<file path="src/gyi_pkg.sv">
// Shared types and constants of the gyro yaw integrator.
package gyi_pkg;

   // Fixed field widths
   localparam int RAW_W      = 16;
   localparam int TICK_W     = 32;
   localparam int COUNT_W    = 16;
   localparam int CALSUM_W   = 32;
   localparam int BIAS_W     = 40;
   localparam int MAG_W      = 40;
   localparam int YAW_OUT_W  = 25;
   localparam int REQ_DATA_W = 48;
   localparam int RSP_DATA_W = 32;
   localparam int FUNC_W     = 2;

   // Bias fraction bits and the rate scale 131 LSB per deg/s times 1000 ms per s
   localparam int BIAS_FRAC  = 23;
   localparam int RATE_DEN   = 131000;
   localparam int RATE_HALF  = 65500;
   localparam int DEN_W      = 17;

   // Calibration run length after reset
   localparam logic [COUNT_W-1:0] CFG_COUNT_RESET = 16'd500;

   // Request function codes
   localparam logic [FUNC_W-1:0] FUNC_CAL     = 2'd0;
   localparam logic [FUNC_W-1:0] FUNC_YAW     = 2'd1;
   localparam logic [FUNC_W-1:0] FUNC_RESTART = 2'd2;

   // Status of a bit-serial arithmetic unit
   typedef struct packed {
      logic busy;
      logic done;
   } unit_stat_type;

   // Sequencer states
   typedef enum logic [3:0] {
      ST_IDLE,
      ST_CAL_ADD,
      ST_CAL_CHK,
      ST_CAL_DIV,
      ST_CAL_SET,
      ST_YAW_DT,
      ST_YAW_ABS,
      ST_YAW_MUL,
      ST_YAW_DIV,
      ST_YAW_ADD,
      ST_YAW_WRAP,
      ST_OUT
   } state_type;

endpackage

</file>
<file path="src/gyi_sdiv.sv">
// Bit-serial restoring divider, one quotient bit per cycle.
module gyi_sdiv #(
   parameter int NUM_W = 58,
   parameter int DIV_DEN_W = 17
) (
   input  logic                     clock,
   input  logic                     reset,
   input  logic                     start,
   input  logic [NUM_W-1:0]         num,
   input  logic [DIV_DEN_W-1:0]     den,
   output gyi_pkg::unit_stat_type   stat,
   output logic [NUM_W-1:0]         quot
);
   import gyi_pkg::*;

   localparam int CNT_W = $clog2(NUM_W + 1);

   logic [NUM_W-1:0]     num_ff, num_in;
   logic [DIV_DEN_W-1:0] rem_ff, rem_in;
   logic [DIV_DEN_W-1:0] den_ff, den_in;
   logic [CNT_W-1:0]     cnt_ff, cnt_in;
   logic                 busy_ff, busy_in;

   logic [DIV_DEN_W:0]   trial;
   logic [DIV_DEN_W:0]   trial_sub;
   logic                 fits;

   // Trial subtract of the divisor from the partial remainder
   assign trial     = {rem_ff, num_ff[NUM_W-1]};
   assign trial_sub = trial - {1'b0, den_ff};
   assign fits      = (trial >= {1'b0, den_ff});

   // Load on start, then shift one numerator bit out and one quotient bit in
   always_comb begin
      num_in  = num_ff;
      rem_in  = rem_ff;
      den_in  = den_ff;
      cnt_in  = cnt_ff;
      busy_in = busy_ff;
      if (start) begin
         num_in  = num;
         rem_in  = '0;
         den_in  = den;
         cnt_in  = CNT_W'(NUM_W);
         busy_in = 1'b1;
      end else if (busy_ff) begin
         if (cnt_ff != '0) begin
            rem_in = fits ? trial_sub[DIV_DEN_W-1:0] : trial[DIV_DEN_W-1:0];
            num_in = {num_ff[NUM_W-2:0], fits};
            cnt_in = cnt_ff - 1'b1;
         end else begin
            busy_in = 1'b0;
         end
      end
   end

   always_ff @(posedge clock) begin
      num_ff <= num_in;
      rem_ff <= rem_in;
      den_ff <= den_in;
      if (reset) begin
         cnt_ff  <= '0;
         busy_ff <= 1'b0;
      end else begin
         cnt_ff  <= cnt_in;
         busy_ff <= busy_in;
      end
   end

   assign stat.busy = busy_ff;
   assign stat.done = busy_ff && (cnt_ff == '0);
   assign quot      = num_ff;

endmodule

</file>
<file path="src/gyi_smul.sv">
// Bit-serial shift-add multiplier, one multiplier bit per cycle.
module gyi_smul #(
   parameter int A_W = 40,
   parameter int B_W = 8
) (
   input  logic                     clock,
   input  logic                     reset,
   input  logic                     start,
   input  logic [A_W-1:0]           a,
   input  logic [B_W-1:0]           b,
   output gyi_pkg::unit_stat_type   stat,
   output logic [A_W+B_W-1:0]       prod
);
   import gyi_pkg::*;

   localparam int P_W   = A_W + B_W;
   localparam int CNT_W = $clog2(B_W + 1);

   logic [P_W-1:0]   acc_ff, acc_in;
   logic [P_W-1:0]   a_ff, a_in;
   logic [B_W-1:0]   b_ff, b_in;
   logic [CNT_W-1:0] cnt_ff, cnt_in;
   logic             busy_ff, busy_in;

   // Load on start, then add the shifted multiplicand for each set bit, LSB first
   always_comb begin
      acc_in  = acc_ff;
      a_in    = a_ff;
      b_in    = b_ff;
      cnt_in  = cnt_ff;
      busy_in = busy_ff;
      if (start) begin
         acc_in  = '0;
         a_in    = P_W'(a);
         b_in    = b;
         cnt_in  = CNT_W'(B_W);
         busy_in = 1'b1;
      end else if (busy_ff) begin
         if (cnt_ff != '0) begin
            acc_in = acc_ff + (b_ff[0] ? a_ff : '0);
            a_in   = a_ff << 1;
            b_in   = b_ff >> 1;
            cnt_in = cnt_ff - 1'b1;
         end else begin
            busy_in = 1'b0;
         end
      end
   end

   always_ff @(posedge clock) begin
      acc_ff <= acc_in;
      a_ff   <= a_in;
      b_ff   <= b_in;
      if (reset) begin
         cnt_ff  <= '0;
         busy_ff <= 1'b0;
      end else begin
         cnt_ff  <= cnt_in;
         busy_ff <= busy_in;
      end
   end

   assign stat.busy = busy_ff;
   assign stat.done = busy_ff && (cnt_ff == '0);
   assign prod      = acc_ff;

endmodule

</file>
<file path="src/gyro_yaw_integrator.sv">
// Top level of the gyro yaw integrator: sequencer, state and output register.
//
// Each request carries a function code, a signed raw Z-rate sample and a
// millisecond tick, and yields one response with the yaw in degrees (Q16)
// and the bias-valid flag. Requests are taken one at a time; the response
// sits in an output register, so the next request is taken while it waits.
// A yaw sample runs a bit-serial multiply of the rate by the elapsed time,
// one bit per cycle, and then the shared bit-serial divider, which produces
// one quotient bit per cycle; the sample that closes a calibration run also
// uses the divider. The divider is DIV_W = max(55, FRAC_BITS + DT_W + 18)
// bits wide, where DT_W is the bit count of MAX_DT_MS.
module gyro_yaw_integrator #(
   parameter int MAX_DT_MS = 255,
   parameter int FRAC_BITS = 32
) (
   input  logic                              clock,
   input  logic                              reset,
   // Request channel
   input  logic                              req_tvalid,
   output logic                              req_tready,
   input  logic [gyi_pkg::REQ_DATA_W-1:0]    req_tdata,  // gyro_z_raw[15:0], tick_ms[47:16]
   input  logic [gyi_pkg::FUNC_W-1:0]        req_tuser,  // func[1:0]
   // Response channel
   output logic                              rsp_tvalid,
   input  logic                              rsp_tready,
   output logic [gyi_pkg::RSP_DATA_W-1:0]    rsp_tdata,  // yaw_q16[24:0], zero[31:25]
   output logic                              rsp_tuser,  // bias_valid[0]
   // Configuration
   input  logic                              csr_wr_en,
   input  logic [gyi_pkg::COUNT_W-1:0]       csr_wr_data
);
   import gyi_pkg::*;

   localparam int DT_W    = $clog2(MAX_DT_MS + 1);
   localparam int ACC_W   = FRAC_BITS + 10;
   localparam int DIFF_W  = BIAS_W + 1;
   localparam int PROD_W  = MAG_W + DT_W;
   localparam int SH_L    = (FRAC_BITS >= BIAS_FRAC) ? (FRAC_BITS - BIAS_FRAC) : 0;
   localparam int SH_R    = (FRAC_BITS >= BIAS_FRAC) ? 0 : (BIAS_FRAC - FRAC_BITS);
   localparam int YNUM_W  = PROD_W + FRAC_BITS - BIAS_FRAC + 1;
   localparam int CNUM_W  = CALSUM_W + BIAS_FRAC;
   localparam int DIV_W   = (YNUM_W > CNUM_W) ? YNUM_W : CNUM_W;
   localparam int OUT_SH  = FRAC_BITS - 16;

   localparam logic signed [ACC_W-1:0] HALF_TURN = ACC_W'(180) << FRAC_BITS;
   localparam logic signed [ACC_W-1:0] FULL_TURN = ACC_W'(360) << FRAC_BITS;

   // Sequencer
   state_type state_ff, state_in;

   // Architectural state
   logic signed [ACC_W-1:0]    yaw_ff, yaw_in;
   logic [BIAS_W-1:0]          bias_ff, bias_in;
   logic [CALSUM_W-1:0]        sum_ff, sum_in;
   logic [COUNT_W-1:0]         seen_ff, seen_in;
   logic [TICK_W-1:0]          last_tick_ff, last_tick_in;
   logic                       bias_done_ff, bias_done_in;
   logic [COUNT_W-1:0]         cfg_count_ff, cfg_count_in;

   // Request and working registers
   logic [RAW_W-1:0]           raw_ff, raw_in;
   logic [TICK_W-1:0]          tick_ff, tick_in;
   logic [DT_W-1:0]            dt_ff, dt_in;
   logic signed [DIFF_W-1:0]   diff_ff, diff_in;
   logic [MAG_W-1:0]           mag_ff, mag_in;
   logic                       yaw_neg_ff, yaw_neg_in;
   logic [CALSUM_W-1:0]        cal_mag_ff, cal_mag_in;
   logic                       cal_neg_ff, cal_neg_in;

   // Output register
   logic                       rsp_valid_ff, rsp_valid_in;
   logic [YAW_OUT_W-1:0]       rsp_yaw_ff, rsp_yaw_in;
   logic                       rsp_bias_ff, rsp_bias_in;

   // Sequencer outputs
   logic                       mul_start;
   logic                       div_start;
   logic                       out_load;

   // Arithmetic units
   unit_stat_type              mul_stat;
   unit_stat_type              div_stat;
   logic [PROD_W-1:0]          mul_prod;
   logic [DIV_W-1:0]           div_num;
   logic [DEN_W-1:0]           div_den;
   logic [DIV_W-1:0]           div_quot;

   // Datapath helpers
   logic [COUNT_W-1:0]         need;
   logic [COUNT_W-1:0]         seen_inc;
   logic [TICK_W-1:0]          tick_gap;
   logic [DIFF_W-1:0]          raw_scaled;
   logic [DIV_W-1:0]           yaw_num;
   logic [DIV_W-1:0]           cal_num;
   logic signed [ACC_W-1:0]    yaw_step;
   logic [BIAS_W-1:0]          bias_mag;
   logic [YAW_OUT_W-1:0]       yaw_round;

   assign need       = (cfg_count_ff == '0) ? COUNT_W'(1) : cfg_count_ff;
   assign seen_inc   = seen_ff + 1'b1;
   assign tick_gap   = tick_ff - last_tick_ff;
   assign raw_scaled = {{(DIFF_W - RAW_W - BIAS_FRAC){raw_ff[RAW_W-1]}}, raw_ff,
                        {BIAS_FRAC{1'b0}}};
   assign yaw_num    = ((DIV_W'(mul_prod) << SH_L) >> SH_R) + DIV_W'(RATE_HALF);
   assign cal_num    = DIV_W'({cal_mag_ff, BIAS_FRAC'(seen_ff[COUNT_W-1:1])});
   assign yaw_step   = div_quot[ACC_W-1:0];
   assign bias_mag   = div_quot[BIAS_W-1:0];

   // Round the accumulator to Q16, ties toward plus infinity
   generate
      if (OUT_SH == 0) begin : g_round_none
         assign yaw_round = yaw_ff[YAW_OUT_W-1:0];
      end else begin : g_round_half
         logic signed [ACC_W-1:0] yaw_half;
         assign yaw_half  = yaw_ff + (ACC_W'(1) << (OUT_SH - 1));
         assign yaw_round = YAW_OUT_W'(yaw_half >>> OUT_SH);
      end
   endgenerate

   // Share the divider between the bias average and the yaw step
   assign div_num = (state_ff == ST_CAL_DIV) ? cal_num : yaw_num;
   assign div_den = (state_ff == ST_CAL_DIV) ? DEN_W'(seen_ff) : DEN_W'(RATE_DEN);

   gyi_smul #(
      .A_W (MAG_W),
      .B_W (DT_W)
   ) u_smul (
      .clock (clock),
      .reset (reset),
      .start (mul_start),
      .a     (mag_ff),
      .b     (dt_ff),
      .stat  (mul_stat),
      .prod  (mul_prod)
   );

   gyi_sdiv #(
      .NUM_W     (DIV_W),
      .DIV_DEN_W (DEN_W)
   ) u_sdiv (
      .clock (clock),
      .reset (reset),
      .start (div_start),
      .num   (div_num),
      .den   (div_den),
      .stat  (div_stat),
      .quot  (div_quot)
   );

   // Next state
   always_comb begin
      state_in = state_ff;
      case (state_ff)
         ST_IDLE: begin
            if (req_tvalid) begin
               case (req_tuser)
                  FUNC_CAL: state_in = ST_CAL_ADD;
                  FUNC_YAW: state_in = ST_YAW_DT;
                  default:  state_in = ST_OUT;
               endcase
            end
         end
         ST_CAL_ADD:  state_in = ST_CAL_CHK;
         ST_CAL_CHK:  state_in = (seen_ff >= need) ? ST_CAL_DIV : ST_OUT;
         ST_CAL_DIV:  if (div_stat.done) state_in = ST_CAL_SET;
         ST_CAL_SET:  state_in = ST_OUT;
         ST_YAW_DT:   state_in = ST_YAW_ABS;
         ST_YAW_ABS:  state_in = ST_YAW_MUL;
         ST_YAW_MUL:  if (mul_stat.done) state_in = ST_YAW_DIV;
         ST_YAW_DIV:  if (div_stat.done) state_in = ST_YAW_ADD;
         ST_YAW_ADD:  state_in = ST_YAW_WRAP;
         ST_YAW_WRAP: state_in = ST_OUT;
         ST_OUT:      if (!rsp_valid_ff || rsp_tready) state_in = ST_IDLE;
         default:     state_in = ST_IDLE;
      endcase
   end

   // Sequencer outputs
   always_comb begin
      req_tready = 1'b0;
      mul_start  = 1'b0;
      div_start  = 1'b0;
      out_load   = 1'b0;
      case (state_ff)
         ST_IDLE:    req_tready = 1'b1;
         ST_YAW_MUL: mul_start  = !mul_stat.busy;
         ST_CAL_DIV: div_start  = !div_stat.busy;
         ST_YAW_DIV: div_start  = !div_stat.busy;
         ST_OUT:     out_load   = !rsp_valid_ff || rsp_tready;
         default:    req_tready = 1'b0;
      endcase
   end

   // Datapath next values
   always_comb begin
      yaw_in       = yaw_ff;
      bias_in      = bias_ff;
      sum_in       = sum_ff;
      seen_in      = seen_ff;
      last_tick_in = last_tick_ff;
      bias_done_in = bias_done_ff;
      cfg_count_in = cfg_count_ff;
      raw_in       = raw_ff;
      tick_in      = tick_ff;
      dt_in        = dt_ff;
      diff_in      = diff_ff;
      mag_in       = mag_ff;
      yaw_neg_in   = yaw_neg_ff;
      cal_mag_in   = cal_mag_ff;
      cal_neg_in   = cal_neg_ff;
      rsp_yaw_in   = rsp_yaw_ff;
      rsp_bias_in  = rsp_bias_ff;
      rsp_valid_in = rsp_valid_ff;

      // Take a configuration write
      if (csr_wr_en) begin
         cfg_count_in = csr_wr_data;
      end

      // Drop the response once it is taken
      if (rsp_tready) begin
         rsp_valid_in = 1'b0;
      end

      case (state_ff)
         ST_IDLE: begin
            if (req_tvalid) begin
               raw_in  = req_tdata[RAW_W-1:0];
               tick_in = req_tdata[RAW_W+TICK_W-1:RAW_W];
               if (req_tuser == FUNC_RESTART) begin
                  last_tick_in = req_tdata[RAW_W+TICK_W-1:RAW_W];
               end
            end
         end
         ST_CAL_ADD: begin
            sum_in  = sum_ff + {{(CALSUM_W - RAW_W){raw_ff[RAW_W-1]}}, raw_ff};
            seen_in = (seen_inc == '0) ? COUNT_W'(1) : seen_inc;
         end
         ST_CAL_CHK: begin
            cal_neg_in = sum_ff[CALSUM_W-1];
            cal_mag_in = sum_ff[CALSUM_W-1] ? ('0 - sum_ff) : sum_ff;
         end
         ST_CAL_SET: begin
            bias_in      = cal_neg_ff ? ('0 - bias_mag) : bias_mag;
            bias_done_in = 1'b1;
            sum_in       = '0;
            seen_in      = '0;
         end
         ST_YAW_DT: begin
            dt_in        = (tick_gap > TICK_W'(MAX_DT_MS)) ? DT_W'(MAX_DT_MS)
                                                           : tick_gap[DT_W-1:0];
            last_tick_in = tick_ff;
            diff_in      = raw_scaled - {bias_ff[BIAS_W-1], bias_ff};
         end
         ST_YAW_ABS: begin
            yaw_neg_in = diff_ff[DIFF_W-1];
            mag_in     = diff_ff[DIFF_W-1] ? MAG_W'(-diff_ff) : MAG_W'(diff_ff);
         end
         ST_YAW_ADD: begin
            yaw_in = yaw_neg_ff ? (yaw_ff - yaw_step) : (yaw_ff + yaw_step);
         end
         ST_YAW_WRAP: begin
            if (yaw_ff > HALF_TURN) begin
               yaw_in = yaw_ff - FULL_TURN;
            end else if (yaw_ff < -HALF_TURN) begin
               yaw_in = yaw_ff + FULL_TURN;
            end
         end
         ST_OUT: begin
            if (out_load) begin
               rsp_yaw_in   = yaw_round;
               rsp_bias_in  = bias_done_ff;
               rsp_valid_in = 1'b1;
            end
         end
         default: begin
            yaw_in = yaw_ff;
         end
      endcase
   end

   // Registers
   always_ff @(posedge clock) begin
      raw_ff      <= raw_in;
      tick_ff     <= tick_in;
      dt_ff       <= dt_in;
      diff_ff     <= diff_in;
      mag_ff      <= mag_in;
      yaw_neg_ff  <= yaw_neg_in;
      cal_mag_ff  <= cal_mag_in;
      cal_neg_ff  <= cal_neg_in;
      rsp_yaw_ff  <= rsp_yaw_in;
      rsp_bias_ff <= rsp_bias_in;
      if (reset) begin
         state_ff     <= ST_IDLE;
         yaw_ff       <= '0;
         bias_ff      <= '0;
         sum_ff       <= '0;
         seen_ff      <= '0;
         last_tick_ff <= '0;
         bias_done_ff <= 1'b0;
         cfg_count_ff <= CFG_COUNT_RESET;
         rsp_valid_ff <= 1'b0;
      end else begin
         state_ff     <= state_in;
         yaw_ff       <= yaw_in;
         bias_ff      <= bias_in;
         sum_ff       <= sum_in;
         seen_ff      <= seen_in;
         last_tick_ff <= last_tick_in;
         bias_done_ff <= bias_done_in;
         cfg_count_ff <= cfg_count_in;
         rsp_valid_ff <= rsp_valid_in;
      end
   end

   assign rsp_tvalid = rsp_valid_ff;
   assign rsp_tdata  = RSP_DATA_W'(rsp_yaw_ff);
   assign rsp_tuser  = rsp_bias_ff;

   // The divider only finishes while the sequencer waits on it
   assert property (@(posedge clock) disable iff (reset)
      div_stat.done |-> (state_ff == ST_CAL_DIV || state_ff == ST_YAW_DIV))
      else $error("divider finished outside a divide state");

   // The multiplier only finishes while the sequencer waits on it
   assert property (@(posedge clock) disable iff (reset)
      mul_stat.done |-> (state_ff == ST_YAW_MUL))
      else $error("multiplier finished outside the multiply state");

   // Once a calibration run completes the bias stays valid
   assert property (@(posedge clock) disable iff (reset)
      bias_done_ff |=> bias_done_ff)
      else $error("bias valid flag dropped");

   // The yaw is back within half a turn before it is reported
   assert property (@(posedge clock) disable iff (reset)
      (state_ff == ST_OUT) |-> (yaw_ff <= HALF_TURN && yaw_ff >= -HALF_TURN))
      else $error("yaw outside half a turn at response time");

endmodule

</file>
<file path="config.mk">
export PLATFORM = sky130hd
export DESIGN_NAME = gyro_yaw_integrator
export DESIGN_NICKNAME = d
export VERILOG_FILES = /design/src/gyi_pkg.sv /design/src/gyi_sdiv.sv /design/src/gyi_smul.sv /design/src/gyro_yaw_integrator.sv
export SDC_FILE = /design/constraint.sdc
export NUM_CORES = 2
export LEC_CHECK = 0
export BUFFER_PORTS_ARGS = -buffer_cell sky130_fd_sc_hd__buf_4
export CAP_MARGIN = 20
export CORE_UTILIZATION = 40
export CTS_CLUSTER_SIZE = 40
export DETAILED_ROUTE_END_ITERATION = 7
export PLACE_DENSITY = 0.63
export SKIP_LAST_GASP = 1
export SLEW_MARGIN = 20
export SYNTH_ARGS = -nofsm -noshare
export SYNTH_HDL_FRONTEND = slang
export SYNTH_SLANG_ARGS = --single-unit
</file>
<file path="constraint.sdc">
create_clock -name clock -period 4 [get_ports clock]
set_input_delay 0.8 -clock clock [delete_from_list [all_inputs] [get_ports clock]]
set_output_delay 0.8 -clock clock [all_outputs]
set_load 0.01 [all_outputs]
</file>
* Yosys cells after proc, flatten, opt, wreduce, memory -nomap -nowiden
Cells that the tools add are included.
Widths: inputs -> output; s select.
** Storage, ports and cells
- Register bits :: 589
- Bits in latches :: 0
- RAM bits :: 0
- Bits in read-only memories :: 0
- Input port bits :: 71
- Output and inout bits :: 35
- Logic and storage cells :: 164
- Memories kept :: 0
** Cells by class
- Add/subtract/negate cells :: 17
- Multiply operators :: 0
- Divide/modulo/power cells :: 0
- $lt $le $gt $ge :: 5
- Eq/ne operators :: 20
- Shifts and indexed selects :: 0
- Muxes and demuxes :: 54
- Bitwise logic cells :: 0
- Reductions and logical operators :: 34
** Operator list (number)
- $mux 58 :: 4
- $mux 40 :: 5
- $pmux 32 s2 :: 2
- $mux 42 :: 3
- $pmux 42 s2 :: 1
- $mux 32 :: 2
- $add 57x16->58 const B :: 1
- $add 48x48->48 :: 1
- $mux 48 :: 1
- $pmux 4 s11 :: 1
- $add 42x42->42 :: 1
- $add 42x42->42 const B :: 1
- $gt 42x41->1 const B :: 1
- $lt 42x41->1 const B :: 1
- $sub 42x42->42 :: 1
- $sub 42x42->42 const B :: 1
- $add 41x17->41 const B :: 1
- $sub 39x40->41 :: 1
- $neg 40->40 :: 1
- $sub 1x40->40 const A :: 1
- $mux 4 :: 9
- $mux 17 :: 2
- $add 32x32->32 :: 1
- $gt 32x8->1 const B :: 1
- other kinds (37) :: 86

* Longest topological paths before layout
- Depth after elaboration :: 5
- Gate-level depth with buffers :: 20
- Gate-level depth less buffers :: 20

* Cells and area by module
From an unflattened synthesis, not the netlist that was laid out.
** Second synthesis, totals
- Cells, all modules :: 4092
- Area, all modules :: 37752.5 sq um
** Modules (own cells, without submodules)
- gyro_yaw_integrator :: instances 1, cells each 2875, area each 25454.4 sq um, seq. area each 9599.2 sq um
- gyi_smul :: instances 1, cells each 797, area each 7274.5 sq um, seq. area each 2662.6 sq um
- gyi_sdiv :: instances 1, cells each 420, area each 5023.6 sq um, seq. area each 2732.6 sq um

* Least setup slack after synthesis
No wires, ideal clock.
- Path kind :: reg-to-reg
- Start :: register u_sdiv.num_ff[0], in the netlist u_sdiv.quot[0]
- End :: register yaw_ff[40]
- Library setup time :: 0.095 ns
- Arrival time :: 4.240 ns
- Data required time :: 3.905 ns
- Setup slack :: -0.336 ns
- Stages on the path, launching flop included :: 18
- Buffers on the path :: 0
- Clock period less this slack :: 4.336 ns
- Cells stage by stage :: edfxtp_1 or3_1 or3_1 or3_1 o31ai_1 and2_1 mux2i_1 ha_1 and3_1 and4_1 o211ai_1 a21oi_1 a221o_1 a21oi_1 o41ai_1 nand2b_1 mux2i_1 a221oi_1
** On the way
- Word-level cells in the longest chain between the ends :: 3
- Elaborated cells between the ends (all ways) :: 4
- Those cells by class :: add/sub: 2; mux: 2
** RTL lines
- from (decl) :: RTL line gyi_sdiv.sv:18 : logic [NUM_W-1:0] num_ff, num_in;
- from (signal assigned) :: RTL line gyi_sdiv.sv:58 : num_ff <= num_in;
- $add 42x42->42 / $sub 42x42->42 (equally long branches) :: RTL line gyro_yaw_integrator.sv:260 : yaw_in = yaw_neg_ff ? (yaw_ff - yaw_step) : (yaw_ff + yaw_step);
- $mux 42 (*) :: RTL line gyro_yaw_integrator.sv:260
- $pmux 42 s2 (*) :: RTL line gyro_yaw_integrator.sv:225 : case (state_ff)
- to (signal assigned) :: RTL line gyro_yaw_integrator.sv:306 : yaw_ff <= yaw_in;
- to (decl) :: RTL line gyro_yaw_integrator.sv:52 : logic signed [ACC_W-1:0] yaw_ff, yaw_in;
Every way passes the cells marked *; elsewhere a longest branch is shown, timed or not.
A chain may end at the register's enable or synchronous reset.

* Worst setup path after layout
- Start :: register u_sdiv.num_ff[2], in the netlist u_sdiv.quot[2]
- End :: register yaw_ff[40]
The elaborated chain is that of the path after synthesis.

==> results.json <==
{
  "drc_errors": 0,
  "reg2reg_slack_ps": -310,
  "core_mm2": 0.0907,
  "synth_flop_cell": "edfxtp_1",
  "grt_max_degree": 86,
  "grt_pass1_vias": 29228,
  "hold_path_class": "input port to flip-flop",
  "port_buffers": 98,
  "netlist_area_mm2": 0.0369,
  "fin_cells": 5639,
  "skew_ps": 35.6,
  "period_share_pct": 108,
  "routed_wl_um": 104000,
  "cp.arrival_ps": 4840,
  "p_leak_uw": 0.0175,
  "synth.area.top_cells": "edfxtp_1 26%, dfxtp_1 15%, ha_1 7.3%, xnor2_1 5.8%, nand2_1 5.1%",
  "cts_sinks": 589,
  "failed_checks": "setup timing",
  "synth-seq-cells": 589,
  "maxSlewHeadroom_pct": 28.6,
  "routedWlPerCell_um": 18.4,
  "gp_congestion": 0.919,
  "drv_cap": 0,
  "clkTransAtPathRegs_ps": 60,
  "ys_seq_area_share_pct": 40.7,
  "drive_above_1_share_pct": 14.7,
  "ctsRootBufferMaster": "clkbuf_16",
  "place_inst": 5480,
  "dieArea_mm2": 0.0934,
  "worstRegToRegCells": 17,
  "endpoint_kind": "flip-flop",
  "io_pins": 106,
  "ir_worst_vdd_uv": 471,
  "die_width_um": 306,
  "grt.busiest_layer": "met2",
  "antenna_found_initial": 2,
  "gr-usage-met3_pct": 3.63,
  "htreeDepth": 3,
  "drt.antenna.violating_nets": 0,
  "grt_usage_pct": 21.7,
  "critical_path_class": "flip-flop to flip-flop",
  "worst_slack_ps": -307,
  "async_flop_share_pct": 0,
  "drv_slew": 0,
  "fmax_ghz": 0.232,
  "rsz0062_at_grt": "true",
  "final_cell_mix": "504 x nand2_1, 401 x buf_4, 320 x edfxtp_1",
  "cts_tree": "yes",
  "dp_hpwl_um": 75900,
  "power_density_mw_per_mm2": 709,
  "clk_path_buf_depth": 3,
  "met1_usage_pct": 29.9,
  "initial_core_util_pct": 40.7,
  "fin_nets": 4697,
  "use_met2_pct": 34.4,
  "post-route-min-period_ps": 4310,
  "status": "finished with violations",
  "synth_top_area_share_pct": 26.1,
  "vias": 31051,
  "finalHoldViolations": 0,
  "grt_overflow": 0,
  "insertion_delay_ps": 630,
  "drtIter0Drc": 2453,
  "cp_data_required_time_ps": 4540,
  "max_slew.worst_pin.slew_ps": 1070,
  "syn2layout_area_growth_pct": 18.5,
  "ctsHoldBuffers": 0,
  "row_count": 110,
  "numCtsBuffers": 72,
  "yosysWarningCount": 0,
  "worstPathMaxFanout": 4,
  "setup_viol": 12,
  "grt_first_pass_wirelength_um": 162000,
  "avgViaCountPerCell": 5.51,
  "fillers": 8416,
  "ys_types": 95,
  "avgSynthCellArea_um2": 8.99,
  "synth-edff-count": 320,
  "cp-endpoint": "yaw_ff[40]",
  "rr_endpoint": "yaw_ff[40]",
  "total_power_uw": 31000,
  "startpoint": "u_sdiv.quot[2]",
  "first_pass_iters": 5,
  "timing.rr.start": "u_sdiv.quot[2]",
  "final_common_cell": "nand2_1",
  "start_kind": "flip-flop",
  "synth_top_area_cell": "edfxtp_1",
  "synth_cells": 4103,
  "die-height_um": 306
}
metrics by stage:
step	worst slack (ps)	util (%)	instance area [um2]	hold WS, ps	TNS, ps
floorplan	-181	-	36900	409	-443
global placement	-474	44.8	40700	421	-3020
detailed placement	-461	44.8	40700	423	-2940
CTS	-270	47.8	43400	321	-2680
global route	-557	48.2	43700	335	-5290
finish	-307	48.2	43700	358	-1780
kinds of logic (layout without fill, tap and decap cells):
group | Yosys count | in the layout | share of synthesized area [%]
buf+inv | 351 | 704 | 3.68
simple gates | 1470 | 1470 | 19.3
xor+xnor | 378 | 378 | 8.98
other cells | 1 | 8 | 0.0102
mux | 75 | 75 | 2.04
flops | 589 | 589 | 40.7
fa+ha+maj | 222 | 222 | 7.66
compound gates | 1017 | 1017 | 17.7
cell type report:
| cell class | count | area (um2) | area share (%) |
|---|---|---|---|
| flip-flops and latches | 589 | 15000 | 34.3 |
| well taps | 1176 | 1470 | 3.37 |
| repair buffers | 415 | 3190 | 7.31 |
| multi-input cells | 3169 | 21100 | 48.3 |
| inverters | 157 | 589 | 1.35 |
| diodes | 1 | 2.50 | 0.00573 |
| clock buffers | 103 | 2040 | 4.68 |
| clock inverters | 29 | 307 | 0.702 |
critical path, cell delays in order, from the launching register on:
cell	delay, ps
edfxtp_1	380
or3_4	400
or3_4	330
or3_4	350
o31ai_2	170
and2_1	170
mux2i_1	80
ha_2	350
and3_4	210
and4_1	200
o211ai_1	150
a21oi_4	220
a221o_1	240
a21oi_2	90
o41ai_2	390
nand2b_1	120
mux2i_1	130
a221oi_1	240
registers in the layout, indices dropped and copies added, names as in the netlist, 4 cells and up:
signal         count
rsp_yaw_ff        25
cfg_count_ff      16
raw_ff            16
yaw_ff            42
state_ff           4
last_tick_ff      32
u_smul.cnt_ff      4
tick_ff           32
cal_mag_ff        32
u_sdiv.cnt_ff      6
u_smul.a_ff       48
u_smul.b_ff        8
dt_ff              8
sum_ff            32
u_sdiv.rem_ff     17
u_smul.prod       48
bias_ff           40
u_sdiv.den_ff     17
seen_ff           16
diff_ff           41
u_sdiv.quot       58
mag_ff            40
cells in the mapped netlist, types with 8 or more instances:
master,n
a22o_1,9
xor2_1,134
edfxtp_1,320
dfxtp_1,269
buf_4,8
nor2b_1,43
a21oi_1,267
buf_1,22
or2_2,12
inv_1,154
nor2_1,322
nor3b_1,16
nand3_1,114
nand2_1,505
or3_1,34
nand3b_1,9
and3_1,52
o41ai_1,15
o21ai_1,89
a211oi_1,103
nand4_1,39
ha_1,216
o21bai_1,19
nor4_1,43
or4_1,23
mux2i_1,74
a22oi_1,15
o31ai_1,39
o211ai_1,18
a21o_1,105
o21a_1,28
and2_1,69
nand2b_1,69
clkbuf_1,158
xnor2_1,244
a31oi_1,38
nor3_1,80
o21ai_0,160
routing by layer:
| metal | up-vias | part of all wire [%] |
|---|---|---|
| li1 | 15420 | - |
| met1 | 14730 | 46 |
| met2 | 769 | 45 |
| met3 | 132 | 5.9 |
| met4 | 0 | 2.6 |
| met5 | - | 0 |
repair_timing:
| item | CTS | global route |
|---|---|---|
| pin swaps | 48 | 54 |
| buffers inserted | 26 | 10 |
| setup endpoints to repair | 15 | 35 |
| gates resized for setup | 34 | 60 |
worst min path at each step:
stage / from / endpoint / slack, ps / depth (start not counted)
global route: req_tdata[8] / raw_ff[8] / 330 / 1
finish: req_tdata[8] / raw_ff[8] / 360 / 1
global placement: bias_done_ff / rsp_tuser / 420 / 0
CTS: req_tdata[8] / raw_ff[8] / 320 / 1
floorplan: bias_done_ff / rsp_tuser / 410 / 0
detailed placement: bias_done_ff / rsp_tuser / 420 / 0
power breakdown:
group          switching (uW)  internal (uW)
clock                    2660           3890
combinational            8490           6160
sequential               1410           8370
(Power assumes the default switching activity.)
